`config.mk`:
```
export PLATFORM = sky130hd
export DESIGN_NAME = letterbox_nearest_scaler_map
export DESIGN_NICKNAME = d
export VERILOG_FILES = /design/src/design/lsnm_pkg.sv /design/src/design/lsnm_cfg.sv /design/src/design/lsnm_front.sv /design/src/design/lsnm_div.sv /design/src/design/letterbox_nearest_scaler_map.sv
export SDC_FILE = /design/constraint.sdc
export NUM_CORES = 2
export LEC_CHECK = 0
export BUFFER_PORTS_ARGS = -buffer_cell sky130_fd_sc_hd__buf_2
export CORE_MARGIN = 2
export CORE_UTILIZATION = 25
export DETAILED_ROUTE_END_ITERATION = 8
export GPL_TIMING_DRIVEN = 0
export PLACE_DENSITY = 0.42
export SLEW_MARGIN = 40
export SYNTH_ARGS = -nofsm -noshare
export SYNTH_HDL_FRONTEND = slang
export SYNTH_SLANG_ARGS = --single-unit
```
`constraint.sdc`:
```
create_clock -name clk_i -period 11.2 [get_ports clk_i]
set_input_delay 0.56 -clock clk_i [delete_from_list [all_inputs] [get_ports clk_i]]
set_output_delay 0.56 -clock clk_i [all_outputs]
set_load 0.005 [all_outputs]
```
`src/design/lsnm_pkg.sv`:
```
// ----------------------------------------------------------------------------
// Letterbox nearest scaler map package
// Shared widths, register codes, reset values and payload types, plus the
// single-bit step of the restoring divider.
// ----------------------------------------------------------------------------
`default_nettype none

package lsnm_pkg;

  localparam int PosW          = 13;  // frame positions and source indexes
  localparam int SizeW         = 14;  // size registers
  localparam int QuotW         = 14;  // quotient is below the source size
  localparam int ProdW         = PosW + SizeW;
  localparam int StepsPerStage = 2;
  localparam int NumDivStages  = QuotW / StepsPerStage;
  localparam int CfgIdxW       = 3;

  localparam logic [PosW-1:0] IndexMax = '1;

  localparam logic [SizeW-1:0] FrameWidthRst  = SizeW'(640);
  localparam logic [SizeW-1:0] FrameHeightRst = SizeW'(480);
  localparam logic [PosW-1:0]  BoxLeftRst     = '0;
  localparam logic [PosW-1:0]  BoxTopRst      = '0;
  localparam logic [SizeW-1:0] BoxWidthRst    = SizeW'(640);
  localparam logic [SizeW-1:0] BoxHeightRst   = SizeW'(480);
  localparam logic [SizeW-1:0] SourceWidthRst = SizeW'(640);
  localparam logic [SizeW-1:0] SourceHeightRst = SizeW'(480);

  typedef enum logic [CfgIdxW-1:0] {
    CFG_FRAME_WIDTH   = 3'd0,
    CFG_FRAME_HEIGHT  = 3'd1,
    CFG_BOX_LEFT      = 3'd2,
    CFG_BOX_TOP       = 3'd3,
    CFG_BOX_WIDTH     = 3'd4,
    CFG_BOX_HEIGHT    = 3'd5,
    CFG_SOURCE_WIDTH  = 3'd6,
    CFG_SOURCE_HEIGHT = 3'd7
  } cfg_idx_e;

  typedef struct packed {
    logic [SizeW-1:0] frame_width;
    logic [SizeW-1:0] frame_height;
    logic [PosW-1:0]  box_left;
    logic [PosW-1:0]  box_top;
    logic [SizeW-1:0] box_width;
    logic [SizeW-1:0] box_height;
    logic [SizeW-1:0] source_width;
    logic [SizeW-1:0] source_height;
  } cfg_t;

  typedef struct packed {
    logic [PosW-1:0] pos_x;
    logic [PosW-1:0] pos_y;
  } in_t;

  typedef struct packed {
    logic            in_picture;
    logic [PosW-1:0] src_col;
    logic [PosW-1:0] src_row;
    logic            outside_frame;
  } out_t;

  // Control bits that travel alongside the arithmetic.
  typedef struct packed {
    logic valid;
    logic in_box;
    logic outside;
  } flags_t;

  // Partial remainder and the word that trades dividend bits for quotient bits.
  typedef struct packed {
    logic [SizeW-1:0] rem;
    logic [QuotW-1:0] work;
  } div_state_t;

  function automatic div_state_t div_step(div_state_t s, logic [SizeW-1:0] d);
    logic [SizeW:0] t;
    logic [SizeW:0] diff;
    logic           take;
    div_state_t     r;
    t      = {s.rem, s.work[QuotW-1]};
    diff   = t - {1'b0, d};
    take   = (t >= {1'b0, d});
    r.rem  = take ? diff[SizeW-1:0] : t[SizeW-1:0];
    r.work = {s.work[QuotW-2:0], take};
    return r;
  endfunction

endpackage

`default_nettype wire

```
`src/design/lsnm_cfg.sv`:
```
// ----------------------------------------------------------------------------
// Letterbox nearest scaler map configuration registers
// Holds the frame, box and source geometry; size writes saturate at MAX_DIM.
// ----------------------------------------------------------------------------
`default_nettype none

module lsnm_cfg
  import lsnm_pkg::*;
#(
  parameter int MAX_DIM = 8192
) (
  input  wire logic               clk_i,
  input  wire logic               rst_ni,
  input  wire logic               wr_en_i,
  input  wire logic [CfgIdxW-1:0] wr_index_i,
  input  wire logic [SizeW-1:0]   wr_data_i,
  output cfg_t                    cfg_o
);

  localparam logic [16:0] MaxDim = 17'(MAX_DIM);

  cfg_t             cfg_q;
  logic [SizeW-1:0] size_val;

  always_comb begin
    if ({3'b000, wr_data_i} > MaxDim) begin
      size_val = MaxDim[SizeW-1:0];
    end else begin
      size_val = wr_data_i;
    end
  end

  always_ff @(posedge clk_i or negedge rst_ni) begin
    if (!rst_ni) begin
      cfg_q.frame_width   <= FrameWidthRst;
      cfg_q.frame_height  <= FrameHeightRst;
      cfg_q.box_left      <= BoxLeftRst;
      cfg_q.box_top       <= BoxTopRst;
      cfg_q.box_width     <= BoxWidthRst;
      cfg_q.box_height    <= BoxHeightRst;
      cfg_q.source_width  <= SourceWidthRst;
      cfg_q.source_height <= SourceHeightRst;
    end else if (wr_en_i) begin
      unique case (cfg_idx_e'(wr_index_i))
        CFG_FRAME_WIDTH:   cfg_q.frame_width   <= size_val;
        CFG_FRAME_HEIGHT:  cfg_q.frame_height  <= size_val;
        CFG_BOX_LEFT:      cfg_q.box_left      <= wr_data_i[PosW-1:0];
        CFG_BOX_TOP:       cfg_q.box_top       <= wr_data_i[PosW-1:0];
        CFG_BOX_WIDTH:     cfg_q.box_width     <= size_val;
        CFG_BOX_HEIGHT:    cfg_q.box_height    <= size_val;
        CFG_SOURCE_WIDTH:  cfg_q.source_width  <= size_val;
        CFG_SOURCE_HEIGHT: cfg_q.source_height <= size_val;
        default: ;
      endcase
    end
  end

  assign cfg_o = cfg_q;

endmodule

`default_nettype wire

```
`src/design/lsnm_front.sv`:
```
// ----------------------------------------------------------------------------
// Letterbox nearest scaler map front end
// Stage one checks frame and box bounds and forms box offsets; stage two
// multiplies each offset by the source size.
// ----------------------------------------------------------------------------
`default_nettype none

module lsnm_front
  import lsnm_pkg::*;
(
  input  wire logic              clk_i,
  input  wire logic              rst_ni,
  input  wire logic              valid_i,
  input  wire in_t               pos_i,
  input  wire cfg_t              cfg_i,
  output flags_t                 flags_o,
  output logic [ProdW-1:0]       prod_x_o,
  output logic [ProdW-1:0]       prod_y_o
);

  logic [PosW-1:0] off_x;
  logic [PosW-1:0] off_y;
  logic            hit_x;
  logic            hit_y;
  logic            outside;

  flags_t          flags1_q;
  flags_t          flags2_q;
  logic [PosW-1:0] off_x_q;
  logic [PosW-1:0] off_y_q;
  logic [ProdW-1:0] prod_x_q;
  logic [ProdW-1:0] prod_y_q;

  // An empty box never matches, since no offset is below a zero length.
  always_comb begin
    off_x   = pos_i.pos_x - cfg_i.box_left;
    off_y   = pos_i.pos_y - cfg_i.box_top;
    hit_x   = (pos_i.pos_x >= cfg_i.box_left) && ({1'b0, off_x} < cfg_i.box_width);
    hit_y   = (pos_i.pos_y >= cfg_i.box_top) && ({1'b0, off_y} < cfg_i.box_height);
    outside = ({1'b0, pos_i.pos_x} >= cfg_i.frame_width) ||
              ({1'b0, pos_i.pos_y} >= cfg_i.frame_height);
  end

  always_ff @(posedge clk_i or negedge rst_ni) begin
    if (!rst_ni) begin
      flags1_q <= '0;
      flags2_q <= '0;
    end else begin
      flags1_q.valid   <= valid_i;
      flags1_q.outside <= outside;
      flags1_q.in_box  <= !outside && hit_x && hit_y;
      flags2_q         <= flags1_q;
    end
  end

  always_ff @(posedge clk_i) begin
    off_x_q  <= off_x;
    off_y_q  <= off_y;
    prod_x_q <= ProdW'(off_x_q) * ProdW'(cfg_i.source_width);
    prod_y_q <= ProdW'(off_y_q) * ProdW'(cfg_i.source_height);
  end

  assign flags_o  = flags2_q;
  assign prod_x_o = prod_x_q;
  assign prod_y_o = prod_y_q;

endmodule

`default_nettype wire

```
`src/design/lsnm_div.sv`:
```
// ----------------------------------------------------------------------------
// Letterbox nearest scaler map divider
// Pipelined restoring divider: two quotient bits are resolved per stage.
// ----------------------------------------------------------------------------
`default_nettype none

module lsnm_div
  import lsnm_pkg::*;
(
  input  wire logic             clk_i,
  input  wire logic [ProdW-1:0] dividend_i,
  input  wire logic [SizeW-1:0] divisor_i,
  output logic [QuotW-1:0]      quot_o
);

  div_state_t st_q [NumDivStages];
  div_state_t st_d [NumDivStages];

  // The quotient is known to fit QuotW bits, so the top dividend bits
  // already form a remainder below the divisor.
  always_comb begin
    div_state_t cur;
    for (int s = 0; s < NumDivStages; s++) begin
      if (s == 0) begin
        cur.rem  = SizeW'(dividend_i[ProdW-1:QuotW]);
        cur.work = dividend_i[QuotW-1:0];
      end else begin
        cur = st_q[s-1];
      end
      for (int k = 0; k < StepsPerStage; k++) begin
        cur = div_step(cur, divisor_i);
      end
      st_d[s] = cur;
    end
  end

  always_ff @(posedge clk_i) begin
    for (int s = 0; s < NumDivStages; s++) begin
      st_q[s] <= st_d[s];
    end
  end

  assign quot_o = st_q[NumDivStages-1].work;

endmodule

`default_nettype wire

```
`src/design/letterbox_nearest_scaler_map.sv`:
```
// ----------------------------------------------------------------------------
// Letterbox nearest scaler map
// Maps an output frame position to a source pixel, a black bar, or a
// position beyond the frame, by nearest-neighbor scaling inside a box.
// ----------------------------------------------------------------------------
// Usage:
// A position beat is taken on every rising edge where start is high and busy
// is low. Busy never rises, so a new position may be offered every cycle and
// the block sustains one mapping per clock, as scanout needs.
// Each result appears on result_o for exactly one cycle, marked by
// result_valid_o. Results leave in the order the positions arrived. The
// receiver cannot stall this channel, and the pipeline never holds, so
// nothing is dropped or repeated.
// A position passes through the two front stages (bounds check, then
// offset times source size), the seven-stage divider that resolves two
// quotient bits per stage, and the output register that zeroes and saturates.
// Geometry registers are written through the cfg channel, which is always
// ready; they should be written only while no mapping is in flight.
// Reset clears the pipeline valid bits and loads a 640 by 480 frame with a
// full-frame box and a 640 by 480 source.
// ----------------------------------------------------------------------------
`default_nettype none

module letterbox_nearest_scaler_map
  import lsnm_pkg::*;
#(
  parameter int MAX_DIM = 8192
) (
  input  wire logic               clk_i,
  input  wire logic               rst_ni,
  input  wire logic               start,
  output logic                    busy,
  input  wire in_t                pos_i,
  output logic                    result_valid_o,
  output out_t                    result_o,
  input  wire logic               cfg_valid_i,
  output logic                    cfg_ready_o,
  input  wire logic [CfgIdxW-1:0] cfg_index_i,
  input  wire logic [SizeW-1:0]   cfg_data_i
);

  cfg_t             cfg;
  flags_t           front_flags;
  logic [ProdW-1:0] prod_x;
  logic [ProdW-1:0] prod_y;
  logic [QuotW-1:0] quot_x;
  logic [QuotW-1:0] quot_y;
  flags_t           flags_q [NumDivStages];
  flags_t           tail_flags;
  out_t             result_d;
  out_t             result_q;
  logic             result_valid_q;

  // The pipeline runs freely, so input and config beats are always taken.
  assign busy        = 1'b0;
  assign cfg_ready_o = 1'b1;

  lsnm_cfg #(
    .MAX_DIM (MAX_DIM)
  ) u_cfg (
    .clk_i      (clk_i),
    .rst_ni     (rst_ni),
    .wr_en_i    (cfg_valid_i && cfg_ready_o),
    .wr_index_i (cfg_index_i),
    .wr_data_i  (cfg_data_i),
    .cfg_o      (cfg)
  );

  lsnm_front u_front (
    .clk_i    (clk_i),
    .rst_ni   (rst_ni),
    .valid_i  (start && !busy),
    .pos_i    (pos_i),
    .cfg_i    (cfg),
    .flags_o  (front_flags),
    .prod_x_o (prod_x),
    .prod_y_o (prod_y)
  );

  // The divisors come straight from the registers, which the user must hold
  // still while mappings are in flight; the block itself does not enforce this.
  lsnm_div u_div_x (
    .clk_i      (clk_i),
    .dividend_i (prod_x),
    .divisor_i  (cfg.box_width),
    .quot_o     (quot_x)
  );

  lsnm_div u_div_y (
    .clk_i      (clk_i),
    .dividend_i (prod_y),
    .divisor_i  (cfg.box_height),
    .quot_o     (quot_y)
  );

  // The flags follow the divider through a delay line of equal length.
  always_ff @(posedge clk_i or negedge rst_ni) begin
    if (!rst_ni) begin
      for (int s = 0; s < NumDivStages; s++) begin
        flags_q[s] <= '0;
      end
    end else begin
      flags_q[0] <= front_flags;
      for (int s = 1; s < NumDivStages; s++) begin
        flags_q[s] <= flags_q[s-1];
      end
    end
  end

  assign tail_flags = flags_q[NumDivStages-1];

  // Outside the picture both indexes read as zero. A quotient that does not
  // fit the index field is clipped to the largest index.
  always_comb begin
    result_d.in_picture    = tail_flags.in_box;
    result_d.outside_frame = tail_flags.outside;
    result_d.src_col       = '0;
    result_d.src_row       = '0;
    if (tail_flags.in_box) begin
      result_d.src_col = quot_x[QuotW-1] ? IndexMax : quot_x[PosW-1:0];
      result_d.src_row = quot_y[QuotW-1] ? IndexMax : quot_y[PosW-1:0];
    end
  end

  always_ff @(posedge clk_i or negedge rst_ni) begin
    if (!rst_ni) begin
      result_valid_q <= 1'b0;
    end else begin
      result_valid_q <= tail_flags.valid;
    end
  end

  always_ff @(posedge clk_i) begin
    result_q <= result_d;
  end

  assign result_valid_o = result_valid_q;
  assign result_o       = result_q;

endmodule

`default_nettype wire
```
==> reports/results.tsv <==
stage	metric	value	unit
run_status	status	complete, no violations	
logic_synthesis	synth_warnings	0	
floorplanning	core_area	195000	µm²
logic_synthesis	synth_area_leader_cell	dfxtp_1	
setup_path	cp_slowest_cell	dfrtp_2	
sta	fmax	122	MHz
detailed_routing	dr_total_vias	37300	
grt	track_usage	14.6	%
logic_synthesis	synth_nets	6249	
setup_path	crit_fanout	13	
cts	hold_buffers	2	
detailed_routing	ant_nets	0	
logic_synthesis	synthCells	5298	
cells_and_area	drive_gt1_share	10.5	%
setup_path	cp-end-kind	register	
logic_synthesis	synth_top_cell_area_share	19.3	%
sta	finalClockSkew	0.0472	ns
detailed_routing	drcViolationCount	0	
cts	clk_latency	0.70	ns
setup_path	cp_data_required_time	11.75	ns
cts	cts_resized	0	
cts	clk_pin_slew	0.07	ns
floorplanning	dieHeight	447	µm
logic_synthesis	synth.area.top_cells	dfxtp_1, ha_1, fa_1	
setup_path	crit_path_cell_trace	inv_2 > buf_16 > ha_1 > nor2b_1 > o31a_1 > o31ai_1 > a31oi_1 > o41ai_1 > nand2_1 > clkbuf_1 > clkbuf_1 > o21ai_0 > inv_1 > ha_1 > nor2b_1 > o31a_1 > nor4_1 > o211ai_1 > o31ai_1 > o41ai_1 > a21o_1 > a211oi_2 > buf_2 > mux2_2	
detailed_routing	viasPerCell	4.57	
hold_path	min-delay-start	cfg_data_i[6]	
setup_path	reg2reg_depth	24	
grt	grt_overflow	0	
sta	tns	0	ns
grt	grt_pass1_vias	37900	
sta	hold_violations	0	
logic_synthesis	synth-async-reset-ratio	22.6	%
floorplanning	dieArea	199000	µm²
cts	clockBufferDepth	3	
logic_synthesis	synth-main-ff-cell	dfxtp_1	
grt	grt_max_degree	58	
sta	slew_viol_final	0	
floorplanning	std_cell_rows	162	
setup_path	crit_arrival	8.75	ns
hold_path	hold_end	u_cfg.cfg_o[75]$_DFFE_PN0P_	
detailed_routing	first_pass_iters	5	
logic_synthesis	synth_edf_count	0	
job	max_cap_viol_count	0	
cells_and_area	most-common-layout-cells	ha_1, inv_1, dfxtp_1	
setup_path	r2r_end	u_div_x.st_q[4][24]$_DFF_P_	
setup_path	crit_type	reg2reg	
hold_path	hold_path_depth	3	
logic_synthesis	syn_area	49000	µm²
sta	slew_headroom	44.3	%
detailed_routing	routed_wl	145000	µm
cells_and_area	nets	6421	
cts	cts_tree	built	
cts	cts_root_buf	clkbuf_16	
grt	grt_pass1_wl	225000	µm
placement	io_buffers	75	
setup_path	r2r_slack	3.00	ns
placement	place_hpwl	112000	µm
sta	rsz0062_at_grt	no	
grt	antenna_found_initial	16	
cts	ctsHtreeMaxLevel	3	
floorplanning	pin_count	78	
sta	final.min_clock_period	8.20	ns
placement	routabilityCongestion	0.829	
setup_path	r2r-start	u_cfg.cfg_o[43]$_DFFE_PN0P_	
sta	post-route-period-util	73.2	%
cts	cts_buffers	81	
cells_and_area	final_common_cell	ha_1	
logic_synthesis	ys_seq_area_share	26.4	%
logic_synthesis	ys_types	88	
logic_synthesis	syn_area_per_cell	9.24	µm²
floorplanning	die_x	447	µm
sta	setup_viol_count_final	0	
cts	cts.sinks	610	
hold_path	holdCritPathClass	in2reg	
sta	tightest_slew	0.835	ns
setup_path	slowest_delay	0.65	ns
cells_and_area	synthToLayoutAreaGrowth	14.0	%
logic_synthesis	synth-seq-cells	610	
setup_path	cp-start-kind	register	
floorplanning	initial_core_util	25.1	%
cts	post-cts-setup-buffers	0	
detailed_routing	avgRoutedWirePerCell	17.7	µm
detailed_routing	detail_route.iter0.violations	1963	
## synth_stat cells (23+ instances only)
cell type	count
o31a_1	25
nand2_1	458
nor3_1	68
nand2b_1	61
mux2i_1	31
o21ai_0	293
inv_1	607
ha_1	612
o21bai_1	33
dfxtp_1	472
xor2_1	91
nor2_1	240
a21oi_1	322
nand4_1	72
a211oi_1	35
nor2b_1	77
a21o_1	134
nand3_1	41
and2_1	176
nor4_1	26
o21a_1	97
a31oi_1	23
fa_1	292
mux2_2	239
xnor2_1	241
clkbuf_1	108
dfrtp_1	120
## state kept, by name, summed over array words and instances, names as in the netlist
| register | count |
|---|---|
| flags_q | 21 |
| u_div_x.st_q | 182 |
| u_front.flags1_q | 3 |
| u_front.flags_o | 3 |
| result_o | 28 |
| u_front.prod_x_o | 27 |
| u_front.prod_y_o | 27 |
| result_valid_o | 1 |
| u_front.off_y_q | 13 |
| u_div_y.st_q | 182 |
| u_cfg.cfg_o | 110 |
| u_front.off_x_q | 13 |
## how the worst max path moves through the flow
stage,start,end,slack [ns],depth (start not counted)
4_1_cts,u_cfg.cfg_o[43]$_DFFE_PN0P_,u_div_x.st_q[4][24]$_DFF_P_,3.01,24
6_report,u_cfg.cfg_o[43]$_DFFE_PN0P_,u_div_x.st_q[4][24]$_DFF_P_,3.00,24
2_1_floorplan,u_cfg.cfg_o[43]$_DFFE_PN0P_,u_div_x.st_q[4][20]$_DFF_P_,4.84,23
5_1_grt,u_cfg.cfg_o[43]$_DFFE_PN0P_,u_div_x.st_q[4][23]$_DFF_P_,2.56,24
3_3_place_gp,u_cfg.cfg_o[43]$_DFFE_PN0P_,u_div_x.st_q[4][23]$_DFF_P_,2.24,23
3_5_place_dp,u_cfg.cfg_o[43]$_DFFE_PN0P_,u_div_x.st_q[4][24]$_DFF_P_,3.08,24
## stage by stage
stage / utilization (%) / setup slack [ns] / instance area (µm²) / hold slack [ns] / std cells
after floorplan: - / 4.84 / 49000 / 0.264 / 5298
after global placement: 27.0 / 2.24 / 52600 / 0.310 / 7997
after detailed placement: 27.2 / 3.08 / 52900 / 0.312 / 8009
after CTS: 28.7 / 3.01 / 55800 / 0.0575 / 8162
after global routing: 28.7 / 2.56 / 55800 / 0.104 / 8165
final: 28.7 / 3.00 / 55800 / 0.126 / 8166
## cell families after synthesis
family / synth area share [%]
AND/OR/NAND/NOR: 12.8
AO/OA/AOI/OAI: 14.8
adder cells (fa/ha/maj): 27.6
buffers and inverters: 5.73
flip-flops: 26.4
XOR/XNOR: 5.94
multiplexers: 6.74
other: 0.0153
## routing by layer
metal | vias up | routed length, µm | GRT usage, % | part of all wire, %
met3 | 204 | 4550 | 1.55 | 3.1
met2 | 594 | 65600 | 23.6 | 45
met1 | 18000 | 70100 | 19.9 | 48
met5 | - | 0 | 0 | 0
li1 | 18500 | - | - | -
met4 | 0 | 4560 | 5.24 | 3.2
## worst max-delay path, delay by kind of cell (launching register included)
| family | cells | cell delay (ns) |
|---|---|---|
| AOI/OAI and AO/OA | 11 | 3.63 |
| buffers and inverters | 6 | 1.76 |
| and+or+nand+nor | 4 | 0.89 |
| adders and majority gates | 2 | 0.68 |
| DFF | 1 | 0.65 |
| muxes | 1 | 0.39 |
## area by class of cell
type	count	area, µm²
Antenna cell	4	10.0
Buffer	126	531
Clock buffer	107	2300
Clock inverter	44	561
Fill cell	20800	139000
Inverter	607	2280
Multi-Input combinational cell	3955	33300
Sequential cell	610	12900
Tap cell	2624	3280
Timing Repair Buffer	89	693
Power is not shown: default switching activity piles up to over one toggle a cycle in this logic, so the estimate is an artifact.
